<file path="src/design/sorted_set_insert_erase_find_top_defines.svh">
// assertion macros for the sorted set block
`ifndef SORTED_SET_INSERT_ERASE_FIND_TOP_DEFINES_SVH
`define SORTED_SET_INSERT_ERASE_FIND_TOP_DEFINES_SVH

`ifndef NO_ASSERTIONS
`define SSIF_ASSERT(lbl, clk, rstn, prop) \
  lbl: assert property (@(posedge clk) disable iff (!rstn) (prop)) \
    else $error("ssif assertion failed");
`define SSIF_ASSERT_ALWAYS(lbl, clk, prop) \
  lbl: assert property (@(posedge clk) (prop)) \
    else $error("ssif assertion failed");
`else
`define SSIF_ASSERT(lbl, clk, rstn, prop)
`define SSIF_ASSERT_ALWAYS(lbl, clk, prop)
`endif

`endif

</file>
<file path="src/design/ssif_pkg.sv">
// shared types and constants for the sorted set block
package ssif_pkg;

  localparam int unsigned CAPACITY = 16;
  localparam int unsigned CNT_W    = $clog2(CAPACITY + 1);
  localparam int unsigned KEY_W    = 32;

  typedef enum logic [1:0] {
    KIND_INSERT = 2'd0,
    KIND_ERASE  = 2'd1,
    KIND_FIND   = 2'd2,
    KIND_CLEAR  = 2'd3
  } kind_e;

  typedef enum logic [1:0] {
    OP_HOLD,
    OP_INSERT,
    OP_ERASE,
    OP_CLEAR
  } op_e;

  typedef struct packed {
    op_e                      op;
    logic signed [KEY_W-1:0]  value;
  } cell_ctrl_t;

endpackage

</file>
<file path="src/design/ssif_cell.sv">
// one slot of the ordered store: compare against the request and shift
module ssif_cell
  import ssif_pkg::*;
(
  input  logic                     clk_i,
  input  logic                     rst_ni,
  input  cell_ctrl_t               ctrl_i,
  input  logic signed [KEY_W-1:0]  left_key_i,
  input  logic                     left_occ_i,
  input  logic                     left_lt_i,
  input  logic signed [KEY_W-1:0]  right_key_i,
  input  logic                     right_occ_i,
  output logic signed [KEY_W-1:0]  key_o,
  output logic                     occ_o,
  output logic                     lt_o,
  output logic                     eq_o
);

  logic signed [KEY_W-1:0] key_q, key_d;
  logic                    occ_q, occ_d;

  assign lt_o  = occ_q && (key_q < ctrl_i.value);
  assign eq_o  = occ_q && (key_q == ctrl_i.value);
  assign key_o = key_q;
  assign occ_o = occ_q;

  always_comb begin
    key_d = key_q;
    occ_d = occ_q;
    unique case (ctrl_i.op)
      OP_HOLD: ;
      OP_INSERT: begin
        if (!lt_o) begin
          // first slot not below the value takes it, the rest move up
          if (left_lt_i) begin
            key_d = ctrl_i.value;
            occ_d = 1'b1;
          end else begin
            key_d = left_key_i;
            occ_d = left_occ_i;
          end
        end
      end
      OP_ERASE: begin
        if (!lt_o) begin
          key_d = right_key_i;
          occ_d = right_occ_i;
        end
      end
      OP_CLEAR: occ_d = 1'b0;
      default: ;
    endcase
  end

  always_ff @(posedge clk_i or negedge rst_ni) begin
    if (!rst_ni) begin
      occ_q <= 1'b0;
    end else begin
      occ_q <= occ_d;
    end
  end

  always_ff @(posedge clk_i) begin
    key_q <= key_d;
  end

endmodule

</file>
<file path="src/design/sorted_set_insert_erase_find_top.sv">
// sorted set of signed keys held in a row of compare-and-shift slots
// result is valid in the cycle after the request beat is accepted
// throughput: one request per cycle while no result is stalled, set by the slot shift
// a request is held off only while an earlier result is stalled at the output
// reset empties every slot and clears the count at once; no sweep is needed
`include "sorted_set_insert_erase_find_top_defines.svh"

module sorted_set_insert_erase_find_top
  import ssif_pkg::*;
(
  input  logic               clk_i,
  input  logic               rst_ni,
  input  logic               in_valid_i,
  output logic               in_stall_o,
  input  logic [1:0]         kind_i,
  input  logic signed [31:0] value_i,
  output logic               out_valid_o,
  input  logic               out_stall_i,
  output logic               was_present_o,
  output logic               dropped_full_o,
  output logic [4:0]         entry_count_o
);

  logic signed [KEY_W-1:0] key_w [CAPACITY];
  logic [CAPACITY-1:0]     occ_w, lt_w, eq_w;

  cell_ctrl_t ctrl;
  logic       in_acc;
  logic       present;
  logic       full;
  logic       dropped;
  kind_e      kind;

  logic [CNT_W-1:0] count_q, count_d;
  logic             out_valid_q;
  logic             was_present_q, dropped_full_q;
  logic [4:0]       entry_count_q;

  assign kind       = kind_e'(kind_i);
  assign in_stall_o = out_valid_q && out_stall_i;
  assign in_acc     = in_valid_i && !in_stall_o;
  assign present    = |eq_w;
  assign full       = (count_q == CNT_W'(CAPACITY));
  assign dropped    = (kind == KIND_INSERT) && !present && full;

  always_comb begin
    ctrl.value = value_i;
    ctrl.op    = OP_HOLD;
    count_d    = count_q;
    if (in_acc) begin
      unique case (kind)
        KIND_INSERT: begin
          if (!present && !full) begin
            ctrl.op = OP_INSERT;
            count_d = count_q + CNT_W'(1);
          end
        end
        KIND_ERASE: begin
          if (present) begin
            ctrl.op = OP_ERASE;
            count_d = count_q - CNT_W'(1);
          end
        end
        KIND_FIND: ;
        KIND_CLEAR: begin
          ctrl.op = OP_CLEAR;
          count_d = '0;
        end
        default: ;
      endcase
    end
  end

  for (genvar g = 0; g < CAPACITY; g++) begin : g_cell
    logic signed [KEY_W-1:0] left_key, right_key;
    logic                    left_occ, left_lt, right_occ;

    if (g == 0) begin : g_head
      assign left_key = '0;
      assign left_occ = 1'b0;
      assign left_lt  = 1'b1;
    end else begin : g_mid
      assign left_key = key_w[g-1];
      assign left_occ = occ_w[g-1];
      assign left_lt  = lt_w[g-1];
    end

    if (g == CAPACITY - 1) begin : g_tail
      assign right_key = '0;
      assign right_occ = 1'b0;
    end else begin : g_body
      assign right_key = key_w[g+1];
      assign right_occ = occ_w[g+1];
    end

    ssif_cell u_cell (
      .clk_i       (clk_i),
      .rst_ni      (rst_ni),
      .ctrl_i      (ctrl),
      .left_key_i  (left_key),
      .left_occ_i  (left_occ),
      .left_lt_i   (left_lt),
      .right_key_i (right_key),
      .right_occ_i (right_occ),
      .key_o       (key_w[g]),
      .occ_o       (occ_w[g]),
      .lt_o        (lt_w[g]),
      .eq_o        (eq_w[g])
    );
  end

  always_ff @(posedge clk_i or negedge rst_ni) begin
    if (!rst_ni) begin
      count_q     <= '0;
      out_valid_q <= 1'b0;
    end else begin
      count_q <= count_d;
      if (in_acc) begin
        out_valid_q <= 1'b1;
      end else if (!out_stall_i) begin
        out_valid_q <= 1'b0;
      end
    end
  end

  always_ff @(posedge clk_i) begin
    if (in_acc) begin
      was_present_q  <= (kind != KIND_CLEAR) && present;
      dropped_full_q <= dropped;
      entry_count_q  <= 5'(count_d);
    end
  end

  assign out_valid_o    = out_valid_q;
  assign was_present_o  = was_present_q;
  assign dropped_full_o = dropped_full_q;
  assign entry_count_o  = entry_count_q;

  `SSIF_ASSERT_ALWAYS(a_count_bound, clk_i, count_q <= CNT_W'(CAPACITY))
  `SSIF_ASSERT(a_occ_matches_count, clk_i, rst_ni, $countones(occ_w) == 32'(count_q))
  `SSIF_ASSERT(a_clear_empties, clk_i, rst_ni,
               (in_acc && kind == KIND_CLEAR) |=> (count_q == '0 && occ_w == '0))
  `SSIF_ASSERT(a_drop_keeps_count, clk_i, rst_ni, (in_acc && dropped) |=> $stable(count_q))

endmodule
</file>
<file path="config.mk">
export PLATFORM = sky130hd
export DESIGN_NAME = sorted_set_insert_erase_find_top
export DESIGN_NICKNAME = d
export VERILOG_FILES = /design/src/design/ssif_pkg.sv /design/src/design/ssif_cell.sv /design/src/design/sorted_set_insert_erase_find_top.sv
export VERILOG_INCLUDE_DIRS = /design/src /design/src/design
export SDC_FILE = /design/constraint.sdc
export NUM_CORES = 2
export LEC_CHECK = 0
export BUFFER_PORTS_ARGS = -buffer_cell sky130_fd_sc_hd__buf_2
export CAP_MARGIN = 40
export CORE_AREA = 2 2 266 334
export CTS_CLUSTER_DIAMETER = 80
export DETAILED_ROUTE_END_ITERATION = 8
export DIE_AREA = 0 0 268 336
export PLACE_DENSITY = 0.59
export SLEW_MARGIN = 20
export SYNTH_ARGS = -nofsm -noshare
export SYNTH_HDL_FRONTEND = slang
export SYNTH_SLANG_ARGS = --single-unit
</file>
<file path="constraint.sdc">
create_clock -name clk_i -period 11.5 [get_ports clk_i]
set_input_delay 2.3 -clock clk_i [delete_from_list [all_inputs] [get_ports clk_i]]
set_output_delay 2.3 -clock clk_i [all_outputs]
set_load 0.02 [all_outputs]
</file>
==> key figures <==
Drt
  – Total detailed-routing wirelength: 112000 um
  – Via count: 29.3k
  – Max Used Layer: met4
  – Vias per std cell: 5.86
  – 1st-iter DRT viols: 2267
  – Routed wire per std cell: 22.4 um
  – Met1 Wirelength: 48800 um
  – 1st-pass router iterations: 5
  – Met2 routed WL: 55200 um
  – DRT antenna net count: 0
  – DRC: 0
  – WL met3: 4020 um

Global route
  – Initial antenna violation count: 5
  – Global Route Usage Sum: 24.5%
  – Overflow after GRT: 0
  – Largest net degree at the start of global routing: 252
  – First-pass GRT wire length: 172000 um
  – Vias in the first global route: 29.3k

CTS
  – Clk buf depth: 3
  – CTS tree: built
  – Clock-pin transition on the worst setup and hold timing paths: 0.06 ns
  – CTS resizes: 0
  – Hold buffer count at CTS: 0
  – TritonCTS Buffers: 60
  – Clk_lat worst skew: 0.66 ns
  – H-tree levels: 2
  – Clk sinks: 541
  – Clock tree root driver cell: clkbuf_16
  – Post-CTS Setup Bufs: 0

Finish
  – Layout Nets: 4327
  – Final Cell Area: 0.0426 sq mm
  – Layout Cells excl Fill: 4995
  – Area growth, synth to finish: 9.73%
  – Finished Core Util: 49.2%
  – Layout cell share with drive strength beyond 1: 6.41%

Yosys
  – Yosys warning count: 0
  – Post-Syn Area per Cell: 10.2 sq um
  – Synth Flop Type: edfxtp_1
  – Register area share after synthesis: 41.5%
  – Synth unique cells: 71
  – Post-synthesis net count: 4357
  – Area share of the largest cell type after synthesis: 40.1%
  – Post-synth EDFFs: 519
  – Largest cells by area after synthesis: edfxtp_1 (40%), ha_1 (17%), mux2i_1 (12%)
  – FF+latch count, synth: 541
  – Cell taking the most area after synthesis: edfxtp_1
  – Synthesized area: 0.0389 sq mm
  – Synthesized instance count: 3805
  – Synth async-reset ratio: 4.07%

Critical path
  – Required time worst endpoint: 11.86 ns
  – Crit Path Class: input port to flip-flop
  – Reg-to-Reg End: g_cell[2].u_cell.key_o[9]$_DFFE_PP_
  – Crit-path max FO: 17
  – Worst EP arrival: 7.84 ns
  – Worst Setup End Kind: flip-flop
  – Worst Reg2Reg Path Length in Cells: 13
  – R2R Setup Slk: 6.10 ns
  – Crit path launch type: input port
  – R2r startpoint: g_cell[1].u_cell.key_o[21]$_DFFE_PP_

Min path
  – Hold Path Origin: out_valid_o$_DFFE_PN0P_
  – Hold Path Depth: 2
  – HP Class: flip-flop to flip-flop
  – WHS Endpoint: out_valid_o$_DFFE_PN0P_

Placement
  – Placed wire-length estimate: 84500 um
  – I/O Buffers: 46
  – Area after DPL: 0.0408 sq mm
  – GP Congestion: 0.892
  – DP Cell Count: 4879

Floorplan
  – Die area: 0.0900 sq mm
  – CORE AREA: 0.0867 sq mm
  – Starting density of the core: 44.8%
  – Die Ht: 336 um
  – Row cnt: 121
  – Die width: 268 um
  – I/O pin count: 47

Flow run
  – Max-cap violations: 0

Timing
  – RSZ-0062 raised after global routing: false
  – Setup violations, final: 0
  – Period utilization: 65.1%
  – Sum Neg Setup Slack: 0 ns
  – Max-slew violation count: 0
  – Tightest Pin Transition: 0.877 ns
  – Fin crit period: 7.48 ns
  – Final hold violations: 0
  – Clock Skews: 0.0291 ns
  – Max-slew headroom: 40.0%
  – Fmax achieved: 0.134 GHz

Power and ir drop
  – P_leak: 17.3 nW
  – Peak supply drop: 0.123 mV
  – Cell Pwr Density: 137 mW/mm^2
  – Clock share of power: 31.9%
  – Pint: 0.00404 W
  – Sw frac: 30.9%
  – Comb pwr share: 24.8%
  – Psw: 0.00181 W
  – Sequential Power Share: 43.3%

Run status
  – Status: finished clean
[synthesized netlist by cell type (all sizes together) (3+ instances only)]
| cell | count |
|---|---|
| edfxtp | 519 |
| ha | 514 |
| mux2i | 458 |
| o21ai | 405 |
| nand2 | 401 |
| a21oi | 331 |
| nor2 | 271 |
| clkbuf | 143 |
| a21o | 134 |
| nand4 | 134 |
| buf | 71 |
| inv | 65 |
| nand3 | 36 |
| a211oi | 35 |
| nor2b | 33 |
| nor3 | 25 |
| nor4 | 24 |
| dfrtp | 22 |
| nand2b | 16 |
| o211ai | 14 |
| a311oi | 13 |
| a221oi | 12 |
| o21a | 12 |
| a31oi | 11 |
| and3 | 9 |
| o22ai | 8 |
| a22oi | 7 |
| a2111oi | 6 |
| o31ai | 6 |
| or4 | 6 |
| o21bai | 5 |
| o311ai | 5 |
| and4 | 4 |
| mux2 | 4 |
| o2bb2ai | 4 |
| xor2 | 4 |
| a221o | 3 |
| nand4b | 3 |
| o2111ai | 3 |
[logic make-up (layout without fill, tap and decap cells)]
group,after synthesis,count (layout),synth area share [%]
compound gates,1030,1030,15.4
xor+xnor,5,5,0.113
fa+ha+maj,514,514,16.5
buf+inv,279,297,3.22
flops,541,541,41.5
mux,462,462,11.9
other cells,0,4,0
simple gates,974,974,11.3
[per-stage QoR]
step | power (W) | hold slack, ns | setup slack [ns]
4_1_cts | 0.00588 | 0.571 | 4.08
3_3_place_gp | 0.00394 | 0.508 | 3.34
6_report | 0.00584 | 0.559 | 4.02
5_1_grt | 0.00610 | 0.605 | 3.77
3_5_place_dp | 0.00401 | 0.556 | 3.40
2_1_floorplan | 0.00355 | 0.516 | 3.75
[placed cells by master (no fill, tap or decap), types with 10 or more instances in the layout]
master / instances
a31oi_1: 11
nor4_1: 23
nand3_1: 34
buf_2: 47
clkbuf_16: 61
nor3_1: 24
a211oi_1: 35
dfrtp_1: 22
buf_4: 48
o211ai_1: 14
ha_1: 514
edfxtp_1: 519
o21a_1: 12
a311oi_1: 13
nand2b_1: 16
nor2b_1: 33
a21oi_1: 321
nand2_1: 395
o21ai_0: 403
clkinv_1: 10
inv_1: 65
mux2i_1: 454
nand4_1: 134
clkbuf_1: 24
nor2_1: 264
a21o_1: 134
buf_16: 20
[worst max-delay path by stage]
stage           startpoint                              endpoint  slack (ns)  cells after the start
2_1_floorplan  value_i[31]   g_cell[9].u_cell.key_o[0]$_DFFE_PP_        3.75                     12
3_3_place_gp   value_i[31]  g_cell[2].u_cell.key_o[10]$_DFFE_PP_        3.34                     14
3_5_place_dp   value_i[31]  g_cell[2].u_cell.key_o[10]$_DFFE_PP_        3.40                     15
4_1_cts        value_i[31]  g_cell[2].u_cell.key_o[13]$_DFFE_PP_        4.08                     15
5_1_grt        value_i[31]  g_cell[2].u_cell.key_o[13]$_DFFE_PP_        3.77                     15
6_report       value_i[31]   g_cell[2].u_cell.key_o[9]$_DFFE_PP_        4.02                     15
[layout make-up]
| cell class | instances | area, sq um |
|---|---|---|
| Fill cell | 7969 | 44100 |
| Multi-Input combinational cell | 2985 | 21700 |
| Sequential cell | 541 | 16100 |
| Clock buffer | 91 | 1700 |
| Tap cell | 1168 | 1460 |
| Timing Repair Buffer | 122 | 1240 |
| Inverter | 65 | 244 |
| Clock inverter | 19 | 108 |
| Antenna cell | 4 | 10.0 |
[worst max-delay path, stage by stage]
cell     delay (ns)
buf_2          0.31
inv_1          0.43
ha_1           0.62
nand4_1        0.17
nor4_1         0.66
nand4_1        0.40
nand4_1        0.20
nor4_2         0.08
buf_4          0.20
a21oi_2        0.26
a21o_1         0.51
nand2_1        0.47
buf_4          0.37
a21oi_4        0.57
buf_16         0.23
[power by group through the flow]
stage / logic (W) / clock network [W] / registers, W
4_1_cts: 0.00145 / 0.00190 / 0.00253
3_5_place_dp: 0.00145 / 0 / 0.00257
6_report: 0.00145 / 0.00186 / 0.00253
3_3_place_gp: 0.00137 / 0 / 0.00257
2_1_floorplan: 0.00103 / 0 / 0.00252
5_1_grt: 0.00160 / 0.00196 / 0.00255
[per-layer routing]
metal | GRT usage [%] | vias to the layer above
li1 | - | 14376
met1 | 31.2 | 14045
met2 | 43.6 | 645
met3 | 2.25 | 188
met4 | 7.98 | 0
met5 | 0 | -
[registers in the layout (all words and copies together), names as in the netlist]
| register | cells |
|---|---|
| was_present_o | 1 |
| entry_count_o | 5 |
| out_valid_o | 1 |
| dropped_full_o | 1 |
| count_q | 5 |
| g_cell.u_cell.occ_o | 16 |
| g_cell.u_cell.key_o | 512 |
Power figures use the tool's default switching activity.
